--- src/hw/rtl/mips_exu_pkg.sv ---
// Package: opcodes, function codes, memory op codes and controller/datapath link types.
package mips_exu_pkg;

  localparam int unsigned XLEN = 32;

  localparam logic [5:0] OP_SPECIAL = 6'h00;
  localparam logic [5:0] OP_REGIMM  = 6'h01;
  localparam logic [5:0] OP_J       = 6'h02;
  localparam logic [5:0] OP_JAL     = 6'h03;
  localparam logic [5:0] OP_BEQ     = 6'h04;
  localparam logic [5:0] OP_BNE     = 6'h05;
  localparam logic [5:0] OP_BLEZ    = 6'h06;
  localparam logic [5:0] OP_BGTZ    = 6'h07;
  localparam logic [5:0] OP_ADDI    = 6'h08;
  localparam logic [5:0] OP_ADDIU   = 6'h09;
  localparam logic [5:0] OP_SLTI    = 6'h0A;
  localparam logic [5:0] OP_SLTIU   = 6'h0B;
  localparam logic [5:0] OP_ANDI    = 6'h0C;
  localparam logic [5:0] OP_ORI     = 6'h0D;
  localparam logic [5:0] OP_XORI    = 6'h0E;
  localparam logic [5:0] OP_LUI     = 6'h0F;
  localparam logic [5:0] OP_LW      = 6'h23;
  localparam logic [5:0] OP_LBU     = 6'h24;
  localparam logic [5:0] OP_LHU     = 6'h25;
  localparam logic [5:0] OP_SB      = 6'h28;
  localparam logic [5:0] OP_SH      = 6'h29;
  localparam logic [5:0] OP_SW      = 6'h2B;
  localparam logic [5:0] OP_LL      = 6'h30;
  localparam logic [5:0] OP_SC      = 6'h38;

  localparam logic [5:0] FN_SLL   = 6'h00;
  localparam logic [5:0] FN_SRL   = 6'h02;
  localparam logic [5:0] FN_SRA   = 6'h03;
  localparam logic [5:0] FN_JR    = 6'h08;
  localparam logic [5:0] FN_JALR  = 6'h09;
  localparam logic [5:0] FN_MFHI  = 6'h10;
  localparam logic [5:0] FN_MTHI  = 6'h11;
  localparam logic [5:0] FN_MFLO  = 6'h12;
  localparam logic [5:0] FN_MTLO  = 6'h13;
  localparam logic [5:0] FN_MULT  = 6'h18;
  localparam logic [5:0] FN_MULTU = 6'h19;
  localparam logic [5:0] FN_DIV   = 6'h1A;
  localparam logic [5:0] FN_DIVU  = 6'h1B;
  localparam logic [5:0] FN_ADD   = 6'h20;
  localparam logic [5:0] FN_ADDU  = 6'h21;
  localparam logic [5:0] FN_SUB   = 6'h22;
  localparam logic [5:0] FN_SUBU  = 6'h23;
  localparam logic [5:0] FN_AND   = 6'h24;
  localparam logic [5:0] FN_OR    = 6'h25;
  localparam logic [5:0] FN_XOR   = 6'h26;
  localparam logic [5:0] FN_NOR   = 6'h27;
  localparam logic [5:0] FN_SLT   = 6'h2A;
  localparam logic [5:0] FN_SLTU  = 6'h2B;

  localparam logic [2:0] MEM_NONE = 3'd0;
  localparam logic [2:0] MEM_LW   = 3'd1;
  localparam logic [2:0] MEM_LBU  = 3'd2;
  localparam logic [2:0] MEM_LHU  = 3'd3;
  localparam logic [2:0] MEM_SB   = 3'd4;
  localparam logic [2:0] MEM_SH   = 3'd5;
  localparam logic [2:0] MEM_SW   = 3'd6;

  // Datapath operation class chosen at accept time
  typedef enum logic [1:0] {
    KIND_SIMPLE = 2'd0,
    KIND_MUL    = 2'd1,
    KIND_DIV    = 2'd2
  } kind_e;

  // Controller to datapath commands
  typedef struct packed {
    logic load;    // capture a new item and its computed result
    logic mul_lo;  // multiply step: low partial products
    logic mul_hi;  // multiply step: high partial products, write HI/LO
    logic div_step;// one restoring divide step
    logic div_fin; // write HI/LO from divider
  } dp_cmd_t;

  // Datapath to controller status
  typedef struct packed {
    kind_e kind;
    logic  div_last;
  } dp_sts_t;

  typedef struct packed {
    logic [31:0] instr_word;
    logic [31:0] instr_address;
    logic [31:0] rs_value;
    logic [31:0] rt_value;
  } exu_in_t;

  typedef struct packed {
    logic        reg_write;
    logic [4:0]  dest_reg;
    logic [31:0] write_value;
    logic [31:0] next_pc;
    logic        branch_taken;
    logic [2:0]  mem_op;
    logic [31:0] mem_address;
    logic [31:0] store_data;
  } exu_out_t;

endpackage

--- src/hw/rtl/mips_exu_if.sv ---
// Valid/ready channel interfaces for instruction and result items.
interface mips_exu_in_if;
  import mips_exu_pkg::*;
  logic    valid;
  logic    ready;
  exu_in_t payload;
  modport source (output valid, output payload, input ready);
  modport sink (input valid, input payload, output ready);
endinterface

interface mips_exu_out_if;
  import mips_exu_pkg::*;
  logic     valid;
  logic     ready;
  exu_out_t payload;
  modport source (output valid, output payload, input ready);
  modport sink (input valid, input payload, output ready);
endinterface

--- src/hw/rtl/mips_exu_ctrl.sv ---
// Controller: sequences simple, multiply and divide items and the output register.
module mips_exu_ctrl (
  input  logic                  clk_i,
  input  logic                  rst_ni,
  input  logic                  in_valid_i,
  output logic                  in_ready_o,
  output logic                  out_valid_o,
  input  logic                  out_ready_i,
  output mips_exu_pkg::dp_cmd_t cmd_o,
  input  mips_exu_pkg::dp_sts_t sts_i
);
  import mips_exu_pkg::*;

  typedef enum logic [1:0] {
    ST_IDLE = 2'd0,
    ST_MUL  = 2'd1,
    ST_DIV  = 2'd2,
    ST_FIN  = 2'd3
  } state_e;

  state_e state_q, state_d;
  logic   out_valid_q, out_valid_d;
  logic   accept;

  // Accept when idle and the result register is free or draining
  assign in_ready_o  = (state_q == ST_IDLE) && (!out_valid_q || out_ready_i);
  assign accept      = in_valid_i && in_ready_o;
  assign out_valid_o = out_valid_q;

  always_comb begin
    state_d     = state_q;
    out_valid_d = out_valid_q && !out_ready_i;
    cmd_o       = '0;
    case (state_q)
      ST_IDLE: begin
        if (accept) begin
          cmd_o.load  = 1'b1;
          out_valid_d = 1'b1;
          case (sts_i.kind)
            KIND_MUL: state_d = ST_MUL;
            KIND_DIV: state_d = ST_DIV;
            default:  state_d = ST_IDLE;
          endcase
        end
      end
      ST_MUL: begin
        cmd_o.mul_lo = 1'b1;
        state_d      = ST_FIN;
      end
      ST_FIN: begin
        cmd_o.mul_hi = 1'b1;
        state_d      = ST_IDLE;
      end
      ST_DIV: begin
        cmd_o.div_step = 1'b1;
        if (sts_i.div_last) begin
          cmd_o.div_fin = 1'b1;
          state_d       = ST_IDLE;
        end
      end
      default: state_d = ST_IDLE;
    endcase
  end

  // Hold state and result valid
  always_ff @(posedge clk_i or negedge rst_ni) begin
    if (!rst_ni) begin
      state_q     <= ST_IDLE;
      out_valid_q <= 1'b0;
    end else begin
      state_q     <= state_d;
      out_valid_q <= out_valid_d;
    end
  end

endmodule

--- src/hw/rtl/mips_exu_dp.sv ---
// Datapath: decode, ALU, branch/jump, HI/LO, multiplier and restoring divider.
module mips_exu_dp (
  input  logic                   clk_i,
  input  logic                   rst_ni,
  input  mips_exu_pkg::exu_in_t  in_i,
  input  mips_exu_pkg::dp_cmd_t  cmd_i,
  output mips_exu_pkg::dp_sts_t  sts_o,
  output mips_exu_pkg::exu_out_t out_o
);
  import mips_exu_pkg::*;

  logic [31:0] w, pc, a, b;
  logic [5:0]  op, fn;
  logic [4:0]  rt, rd, sh;
  logic [15:0] imm;
  logic [31:0] simm, zimm, seq, ea, btarget;
  logic [31:0] hi_q, lo_q;
  exu_out_t    res_d, res_q;

  assign w   = in_i.instr_word;
  assign pc  = in_i.instr_address;
  assign a   = in_i.rs_value;
  assign b   = in_i.rt_value;
  assign op  = w[31:26];
  assign rt  = w[20:16];
  assign rd  = w[15:11];
  assign sh  = w[10:6];
  assign fn  = w[5:0];
  assign imm = w[15:0];
  assign simm    = {{16{imm[15]}}, imm};
  assign zimm    = {16'h0000, imm};
  assign seq     = pc + 32'd4;
  assign ea      = a + simm;
  assign btarget = seq + {simm[29:0], 2'b00};

  // Operand registers for multi-cycle units
  logic [31:0] ma_q, mb_q;
  logic        neg_q_q, neg_r_q;
  logic [31:0] ma_d, mb_d;
  logic        is_signed;
  assign is_signed = (fn == FN_MULT) || (fn == FN_DIV);
  assign ma_d = (is_signed && a[31]) ? (32'd0 - a) : a;
  assign mb_d = (is_signed && b[31]) ? (32'd0 - b) : b;

  // Multiplier: 32x16 partial products on magnitudes, a low step then a high step
  logic [47:0] pp_lo_q;
  logic [47:0] pp_lo_d, pp_hi_d;
  logic [63:0] prod_mag, prod;
  assign pp_lo_d  = ma_q * mb_q[15:0];
  assign pp_hi_d  = ma_q * mb_q[31:16];
  assign prod_mag = {16'd0, pp_lo_q} + {pp_hi_d, 16'd0};
  assign prod     = neg_q_q ? (64'd0 - prod_mag) : prod_mag;

  // Restoring divider: one quotient bit per cycle
  logic [31:0] rem_q, quo_q;
  logic [4:0]  cnt_q;
  logic [32:0] trial;
  logic [31:0] rem_n, quo_n, q_fin, r_fin;
  assign trial = {rem_q, quo_q[31]} - {1'b0, mb_q};
  assign rem_n = trial[32] ? {rem_q[30:0], quo_q[31]} : trial[31:0];
  assign quo_n = {quo_q[30:0], !trial[32]};
  assign q_fin = neg_q_q ? (32'd0 - quo_n) : quo_n;
  assign r_fin = neg_r_q ? (32'd0 - rem_n) : rem_n;

  // Classify the item for the controller and flag the last divide step
  always_comb begin
    sts_o.kind     = KIND_SIMPLE;
    sts_o.div_last = (cnt_q == 5'd31);
    if (op == OP_SPECIAL) begin
      if (fn == FN_MULT || fn == FN_MULTU) sts_o.kind = KIND_MUL;
      else if ((fn == FN_DIV || fn == FN_DIVU) && b != 32'd0) sts_o.kind = KIND_DIV;
    end
  end

  // Decode and compute the result captured at load
  always_comb begin
    logic taken;
    res_d = '0;
    res_d.next_pc = seq;
    taken = 1'b0;
    if (op == OP_SPECIAL) begin
      res_d.dest_reg  = rd;
      res_d.reg_write = 1'b1;
      case (fn)
        FN_ADD, FN_ADDU: res_d.write_value = a + b;
        FN_SUB, FN_SUBU: res_d.write_value = a - b;
        FN_AND:  res_d.write_value = a & b;
        FN_OR:   res_d.write_value = a | b;
        FN_XOR:  res_d.write_value = a ^ b;
        FN_NOR:  res_d.write_value = ~(a | b);
        FN_SLT:  res_d.write_value = {31'd0, $signed(a) < $signed(b)};
        FN_SLTU: res_d.write_value = {31'd0, a < b};
        FN_SLL:  res_d.write_value = b << sh;
        FN_SRL:  res_d.write_value = b >> sh;
        FN_SRA:  res_d.write_value = $unsigned($signed(b) >>> sh);
        FN_JR: begin
          res_d.reg_write = 1'b0;
          res_d.next_pc   = a;
        end
        FN_JALR: begin
          res_d.write_value = seq;
          res_d.next_pc     = a;
        end
        FN_MFHI: res_d.write_value = hi_q;
        FN_MFLO: res_d.write_value = lo_q;
        default: res_d.reg_write = 1'b0;
      endcase
    end else if (op == OP_J || op == OP_JAL) begin
      res_d.next_pc = {seq[31:28], w[25:0], 2'b00};
      if (op == OP_JAL) begin
        res_d.reg_write   = 1'b1;
        res_d.dest_reg    = 5'd31;
        res_d.write_value = seq;
      end
    end else begin
      res_d.dest_reg = rt;
      case (op)
        OP_ADDI, OP_ADDIU: begin res_d.reg_write = 1'b1; res_d.write_value = ea; end
        OP_SLTI: begin
          res_d.reg_write   = 1'b1;
          res_d.write_value = {31'd0, $signed(a) < $signed(simm)};
        end
        OP_SLTIU: begin res_d.reg_write = 1'b1; res_d.write_value = {31'd0, a < simm}; end
        OP_ANDI: begin res_d.reg_write = 1'b1; res_d.write_value = a & zimm; end
        OP_ORI:  begin res_d.reg_write = 1'b1; res_d.write_value = a | zimm; end
        OP_XORI: begin res_d.reg_write = 1'b1; res_d.write_value = a ^ zimm; end
        OP_LUI:  begin res_d.reg_write = 1'b1; res_d.write_value = {imm, 16'h0000}; end
        OP_LW, OP_LL: begin
          res_d.reg_write = 1'b1; res_d.write_value = ea; res_d.mem_op = MEM_LW;
        end
        OP_LBU: begin res_d.reg_write = 1'b1; res_d.write_value = ea; res_d.mem_op = MEM_LBU; end
        OP_LHU: begin res_d.reg_write = 1'b1; res_d.write_value = ea; res_d.mem_op = MEM_LHU; end
        OP_SB: res_d.mem_op = MEM_SB;
        OP_SH: res_d.mem_op = MEM_SH;
        OP_SW: res_d.mem_op = MEM_SW;
        OP_SC: begin res_d.reg_write = 1'b1; res_d.write_value = 32'd1; res_d.mem_op = MEM_SW; end
        OP_BEQ:  taken = (a == b);
        OP_BNE:  taken = (a != b);
        OP_BLEZ: taken = (a == 32'd0) || a[31];
        OP_BGTZ: taken = (a != 32'd0) && !a[31];
        OP_REGIMM: begin
          if (rt == 5'd0) taken = a[31];
          else if (rt == 5'd1) taken = !a[31];
        end
        default: taken = 1'b0;
      endcase
      if (res_d.mem_op != MEM_NONE) res_d.mem_address = ea;
      if (res_d.mem_op == MEM_SB || res_d.mem_op == MEM_SH || res_d.mem_op == MEM_SW)
        res_d.store_data = b;
      if (taken) res_d.next_pc = btarget;
      res_d.branch_taken = taken;
    end
    if (!res_d.reg_write) begin
      res_d.dest_reg    = '0;
      res_d.write_value = '0;
    end
  end

  // Hold operands, divider state and the result register
  always_ff @(posedge clk_i) begin
    if (cmd_i.load) begin
      res_q    <= res_d;
      ma_q     <= ma_d;
      mb_q     <= mb_d;
      neg_q_q  <= is_signed && (a[31] ^ b[31]);
      neg_r_q  <= is_signed && a[31];
      rem_q    <= '0;
      quo_q    <= ma_d;
      cnt_q    <= '0;
    end
    if (cmd_i.mul_lo) pp_lo_q <= pp_lo_d;
    if (cmd_i.div_step) begin
      rem_q <= rem_n;
      quo_q <= quo_n;
      cnt_q <= cnt_q + 5'd1;
    end
  end

  // Update HI and LO
  always_ff @(posedge clk_i or negedge rst_ni) begin
    if (!rst_ni) begin
      hi_q <= '0;
      lo_q <= '0;
    end else if (cmd_i.load && op == OP_SPECIAL && fn == FN_MTHI) begin
      hi_q <= a;
    end else if (cmd_i.load && op == OP_SPECIAL && fn == FN_MTLO) begin
      lo_q <= a;
    end else if (cmd_i.mul_hi) begin
      hi_q <= prod[63:32];
      lo_q <= prod[31:0];
    end else if (cmd_i.div_fin) begin
      hi_q <= r_fin;
      lo_q <= q_fin;
    end
  end

  assign out_o = res_q;

endmodule

--- src/hw/rtl/mips32_execute_unit.sv ---
// Top level: MIPS32 execute unit with HI/LO, multiply and divide sequencing.
// One instruction item is taken at a time. ALU, shift, branch, jump, load/store
// and HI/LO move items need no extra state and the next item can be accepted in the
// following cycle. mult/multu run two 32x16 partial-product steps,
// div/divu with a nonzero divisor run a restoring divider, one
// quotient bit per cycle. The result is held in an output register; a new
// item is taken only once that register is empty or in the cycle its result
// leaves, so a stalled receiver stalls the input. HI/LO are updated when the
// multiply or divide sequence ends, before the next item is accepted.
module mips32_execute_unit (
  input  logic           clk_i,
  input  logic           rst_ni,
  mips_exu_in_if.sink    in_if,
  mips_exu_out_if.source out_if
);
  import mips_exu_pkg::*;

  dp_cmd_t cmd;
  dp_sts_t sts;

  mips_exu_ctrl u_ctrl (
    .clk_i       (clk_i),
    .rst_ni      (rst_ni),
    .in_valid_i  (in_if.valid),
    .in_ready_o  (in_if.ready),
    .out_valid_o (out_if.valid),
    .out_ready_i (out_if.ready),
    .cmd_o       (cmd),
    .sts_i       (sts)
  );

  mips_exu_dp u_dp (
    .clk_i  (clk_i),
    .rst_ni (rst_ni),
    .in_i   (in_if.payload),
    .cmd_i  (cmd),
    .sts_o  (sts),
    .out_o  (out_if.payload)
  );

endmodule
--- src/flat_wrapper.sv ---
// flat-port wrapper written by rule: the top's interface ports become plain ports
module mips32_execute_unit_flat import mips_exu_pkg::*;
  (clk_i, rst_ni, in_if_valid, in_if_payload, in_if_ready, out_if_valid, out_if_payload, out_if_ready);
  mips_exu_in_if in_if_i ();
  mips_exu_out_if out_if_i ();
  input  logic clk_i;
  input  logic rst_ni;
  input wire logic [$bits(in_if_i.valid)-1:0] in_if_valid;
  input wire logic [$bits(in_if_i.payload)-1:0] in_if_payload;
  output wire logic [$bits(in_if_i.ready)-1:0] in_if_ready;
  output wire logic [$bits(out_if_i.valid)-1:0] out_if_valid;
  output wire logic [$bits(out_if_i.payload)-1:0] out_if_payload;
  input wire logic [$bits(out_if_i.ready)-1:0] out_if_ready;
  assign in_if_i.valid = in_if_valid;
  assign in_if_i.payload = in_if_payload;
  assign in_if_ready = in_if_i.ready;
  assign out_if_valid = out_if_i.valid;
  assign out_if_payload = out_if_i.payload;
  assign out_if_i.ready = out_if_ready;
  mips32_execute_unit u_core (.clk_i(clk_i), .rst_ni(rst_ni), .in_if(in_if_i), .out_if(out_if_i));
endmodule
--- config.mk ---
export PLATFORM = sky130hd
export DESIGN_NAME = mips32_execute_unit_flat
export DESIGN_NICKNAME = d
export VERILOG_FILES = /design/src/hw/rtl/mips_exu_pkg.sv /design/src/hw/rtl/mips_exu_if.sv /design/src/hw/rtl/mips_exu_ctrl.sv /design/src/hw/rtl/mips_exu_dp.sv /design/src/hw/rtl/mips32_execute_unit.sv /design/src/flat_wrapper.sv
export SDC_FILE = /design/constraint.sdc
export NUM_CORES = 2
export LEC_CHECK = 0
export BUFFER_PORTS_ARGS = -buffer_cell sky130_fd_sc_hd__clkbuf_2
export CORE_AREA = 2 2 319 321
export CTS_CLUSTER_DIAMETER = 30
export CTS_CLUSTER_SIZE = 10
export DETAILED_ROUTE_END_ITERATION = 8
export DIE_AREA = 0 0 321 323
export PLACE_DENSITY = 0.89
export SLEW_MARGIN = 20
export SYNTH_ARGS = -nofsm -noshare
export SYNTH_HDL_FRONTEND = slang
export SYNTH_SLANG_ARGS = --single-unit
--- constraint.sdc ---
create_clock -name clk_i -period 28.6 [get_ports clk_i]
set_input_delay 1.43 -clock clk_i [delete_from_list [all_inputs] [get_ports clk_i]]
set_output_delay 1.43 -clock clk_i [all_outputs]
set_load 0.01 [all_outputs]
==> reports/metrics.csv <==
stage,metric,value,unit
floorplanning,die span in x,321,microns
outcome,outcome,finished with violations,
setup_path,kind of critical path,flip-flop to flip-flop,
yosys,Synth Area per Inst,8.38,sq um
sta,final setup TNS,0,ps
detailed_routing,Post-DRT Antenna Nets,0,
clock_network,Inserted Clock Buffers,89,
setup_path,most numerous cell on the critical path,fa_1,
clock_network,CTS tree,built,
final_layout,layout cell share with drive strength beyond 1,8.44,%
sta,Fin Clk Skew,58.5,ps
hold_path,Worst Hold Class,flip-flop to flip-flop,
setup_path,Worst setup SP type,flip-flop,
clock_network,worst skew pair latency,690,ps
yosys,gate count of the mapped netlist,8301,
sta,Tcrit/Tclk final,39.5,%
yosys,"Cell Area, Synth",69600,sq um
yosys,sequential-to-total area share from yosys stat,16.3,%
yosys,post-synth top area cell,fa_1,
setup_path,CP max FO,32,
clock_network,CTS resizes,0,
detailed_routing,Residual DRC,21,
final_layout,Area Growth Syn to Fin,8.41,%
setup_path,Crit. End Element,flip-flop,
yosys,Post-synth EDFFs,321,
final_layout,"Core Util, Final",74.9,%
global_route,grt ovf,0,
sta,Period minus WS final,11300,ps
setup_path,delay of the slowest critical-path stage,730,ps
yosys,Synth area leaders,"fa_1 24%, edfxtp_1 14%, ha_1 9.3%, nand2_1 6.0%, inv_1 5.9%",
place,gp weighted congestion,1.11,
yosys,share of the synthesized area in the top cell type,24.2,%
sta,fmax,88.5,MHz
place,port bufs,271,
clock_network,total clock sinks,388,
yosys,YS warnings,0,
floorplanning,# IOs,272,
yosys,top_reg_cell synth,edfxtp_1,
setup_path,CP Data Arrival Time,11850,ps
floorplanning,CORE AREA,101000,sq um
detailed_routing,routed len/inst,29.8,microns
clock_network,htree depth,3,
sta,"Slew Viols, Final",0,
yosys,Synth top cells by count,"1115 x nand2_1, 1098 x inv_1, 842 x fa_1, 575 x nor2_1, 519 x ha_1",
final_layout,Final Net Count,9857,
outcome,failing checks,design-rule violations,
sta,Final Hold Violating Endpoints,0,
setup_path,Crit-path slowest cell,nor3b_1,
floorplanning,FP Rows,117,
yosys,most numerous cell in the Yosys netlist,nand2_1,
detailed_routing,vias after detailed routing,69200,
clock_network,clock slew seen by the registers of the worst setup and hold paths,60,ps
sta,Slew Limit Headroom,22.3,%
setup_path,Required @ worst endpoint,29150,ps
detailed_routing,DR pass1 iterations,9,
detailed_routing,Total Wirelength,291000,microns
clock_network,Clock Path Buffers,3,
yosys,distinct cell type count after synthesis,89,
global_route,vias in the first global route,71600,
floorplanning,Initial Util,69.1,%
yosys,"FF+latch count, synth",388,
sta,Slew @ Worst Pin,1150,ps
setup_path,crit-path leading delay family,adder cells,
sta,unrepaired setup endpoints after global routing,false,
global_route,first-pass GRT wire length,433000,microns
clock_network,Root Driver,clkbuf_16,
sta,setup violators final,0,
detailed_routing,Vias/cell,7.08,
global_route,largest net degree at the start of global routing,99,
floorplanning,die height,323,microns
global_route,Total Routing Usage GR,55.9,%
clock_network,CTS Hold Buffers Added,0,
place,post-DP HPWL,211000,microns
floorplanning,die area,104000,sq um
yosys,async set or reset register ratio after synthesis,17.3,%
detailed_routing,DR iter-0 viols,9917,
clock_network,setup bufs post-CTS,0,
global_route,initial antenna violation count,28,
setup_path,Buf/Inv on CP,5,
yosys,"Net Count, Synth",9794,
flow_run,max-cap violation count,0,
-- cell type report --
type,instances,area [sq um]
inverter,1104,4150
multi-input combinational,6351,52500
sequential,388,11300
timing repair buffer,430,2550
clock inverter,72,858
clock buffer,96,2330
fill,6733,25300
tap,1309,1640
antenna,23,57.6
-- metal layers --
layer	vias up	GRT usage (%)	share of wire [%]	wire, microns
met5	-	0.602	0.086	250
met4	28	54.2	12	35100
met3	2444	20.9	15	43000
met2	6576	82.6	42	123000
met1	32200	61.7	31	90200
li1	28000	-	-	-
-- flip-flops by register name, indices dropped and copies added (netlist names) --
signal	flops
u_core.u_dp.neg_q_q	1
u_core.u_dp.pp_lo_q	48
u_core.u_dp.hi_q	32
u_core.u_dp.cnt_q	5
u_core.u_dp.lo_q	32
u_core.u_dp.neg_r_q	1
u_core.u_dp.quo_q	32
u_core.u_ctrl.state_q	2
u_core.u_ctrl.out_valid_o	1
u_core.u_dp.mb_q	32
u_core.u_dp.out_o	138
u_core.u_dp.rem_q	32
u_core.u_dp.ma_q	32
-- per-stage QoR --
| step | cells | hold WS [ps] | setup WS (ps) | instance area [sq um] |
|---|---|---|---|---|
| 2_1_floorplan | 8301 | 474 | 18860 | 69600 |
| 3_3_place_gp | 9582 | 535 | 17830 | 72200 |
| 3_5_place_dp | 9582 | 551 | 17710 | 72200 |
| 4_1_cts | 9750 | 567 | 17580 | 75400 |
| 5_1_grt | 9754 | 599 | 16750 | 75400 |
| 6_report | 9773 | 576 | 17300 | 75400 |
-- path summary, 6_finish.rpt --
kind / startpoint / to / slack [ps] / cells after the start
setup / recovery: u_core.u_dp.ma_q[5]$_DFFE_PP_ / u_core.u_dp.hi_q[25]$_DFFE_PN0P_ / 17300 / 37
hold / removal: u_core.u_dp.lo_q[25]$_DFFE_PN0P_ / u_core.u_dp.lo_q[25]$_DFFE_PN0P_ / 580 / 2
setup reg to reg: u_core.u_dp.ma_q[5]$_DFFE_PP_ / u_core.u_dp.hi_q[25]$_DFFE_PN0P_ / 17300 / 37
hold reg to reg: u_core.u_dp.lo_q[25]$_DFFE_PN0P_ / u_core.u_dp.lo_q[25]$_DFFE_PN0P_ / 580 / 2
max in group asynchronous: rst_ni / u_core.u_dp.hi_q[26]$_DFFE_PN0P_ / 26670 / 2
min in group asynchronous: rst_ni / u_core.u_dp.hi_q[10]$_DFFE_PN0P_ / 730 / 1
-- cells by family (layout without fill, tap and decap cells) --
group | count (synthesis) | after routing | synth area share [%]
AO/OA/AOI/OAI | 1755 | 1755 | 16.4
XOR/XNOR | 432 | 432 | 5.44
adder cells (fa/ha/maj) | 1361 | 1361 | 33.6
buffers and inverters | 1562 | 1702 | 8.44
flip-flops | 388 | 388 | 16.3
multiplexers | 150 | 150 | 2.32
other | 0 | 23 | 0
AND/OR/NAND/NOR | 2653 | 2653 | 17.6
-- cell usage in the layout, fill, tap and decap left out, types with 47 or more instances in the layout --
cell type,netlist,final
and2_1,370,370
dfrtp_1,67,67
clkbuf_2,0,268
nand2_1,1115,1113
mux2i_1,107,107
buf_4,0,159
nand3_1,116,115
o21ai_0,411,410
xnor2_1,308,308
a211oi_1,141,138
nor2_1,575,572
clkbuf_16,0,91
fa_1,842,842
ha_1,519,519
or3_1,52,52
inv_1,1098,1095
o211ai_1,87,87
edfxtp_1,321,321
a21o_1,105,105
nor3_1,102,97
xor2_1,124,124
nor2b_1,49,48
o21bai_1,47,47
o31ai_1,59,59
and3_1,47,47
a21oi_1,449,449
-- worst register-to-register path: cells and delay by family, from the launching register on --
family | cells | cell delay, ps
AND/OR/NAND/NOR | 13 | 3690
adder cells (fa/ha/maj) | 8 | 3810
XOR/XNOR | 3 | 570
buffers and inverters | 5 | 570
AO/OA/AOI/OAI | 8 | 2100
flip-flops | 1 | 400
Power is not shown: default switching activity piles up to over one toggle a cycle in this logic, so the estimate is an artifact.
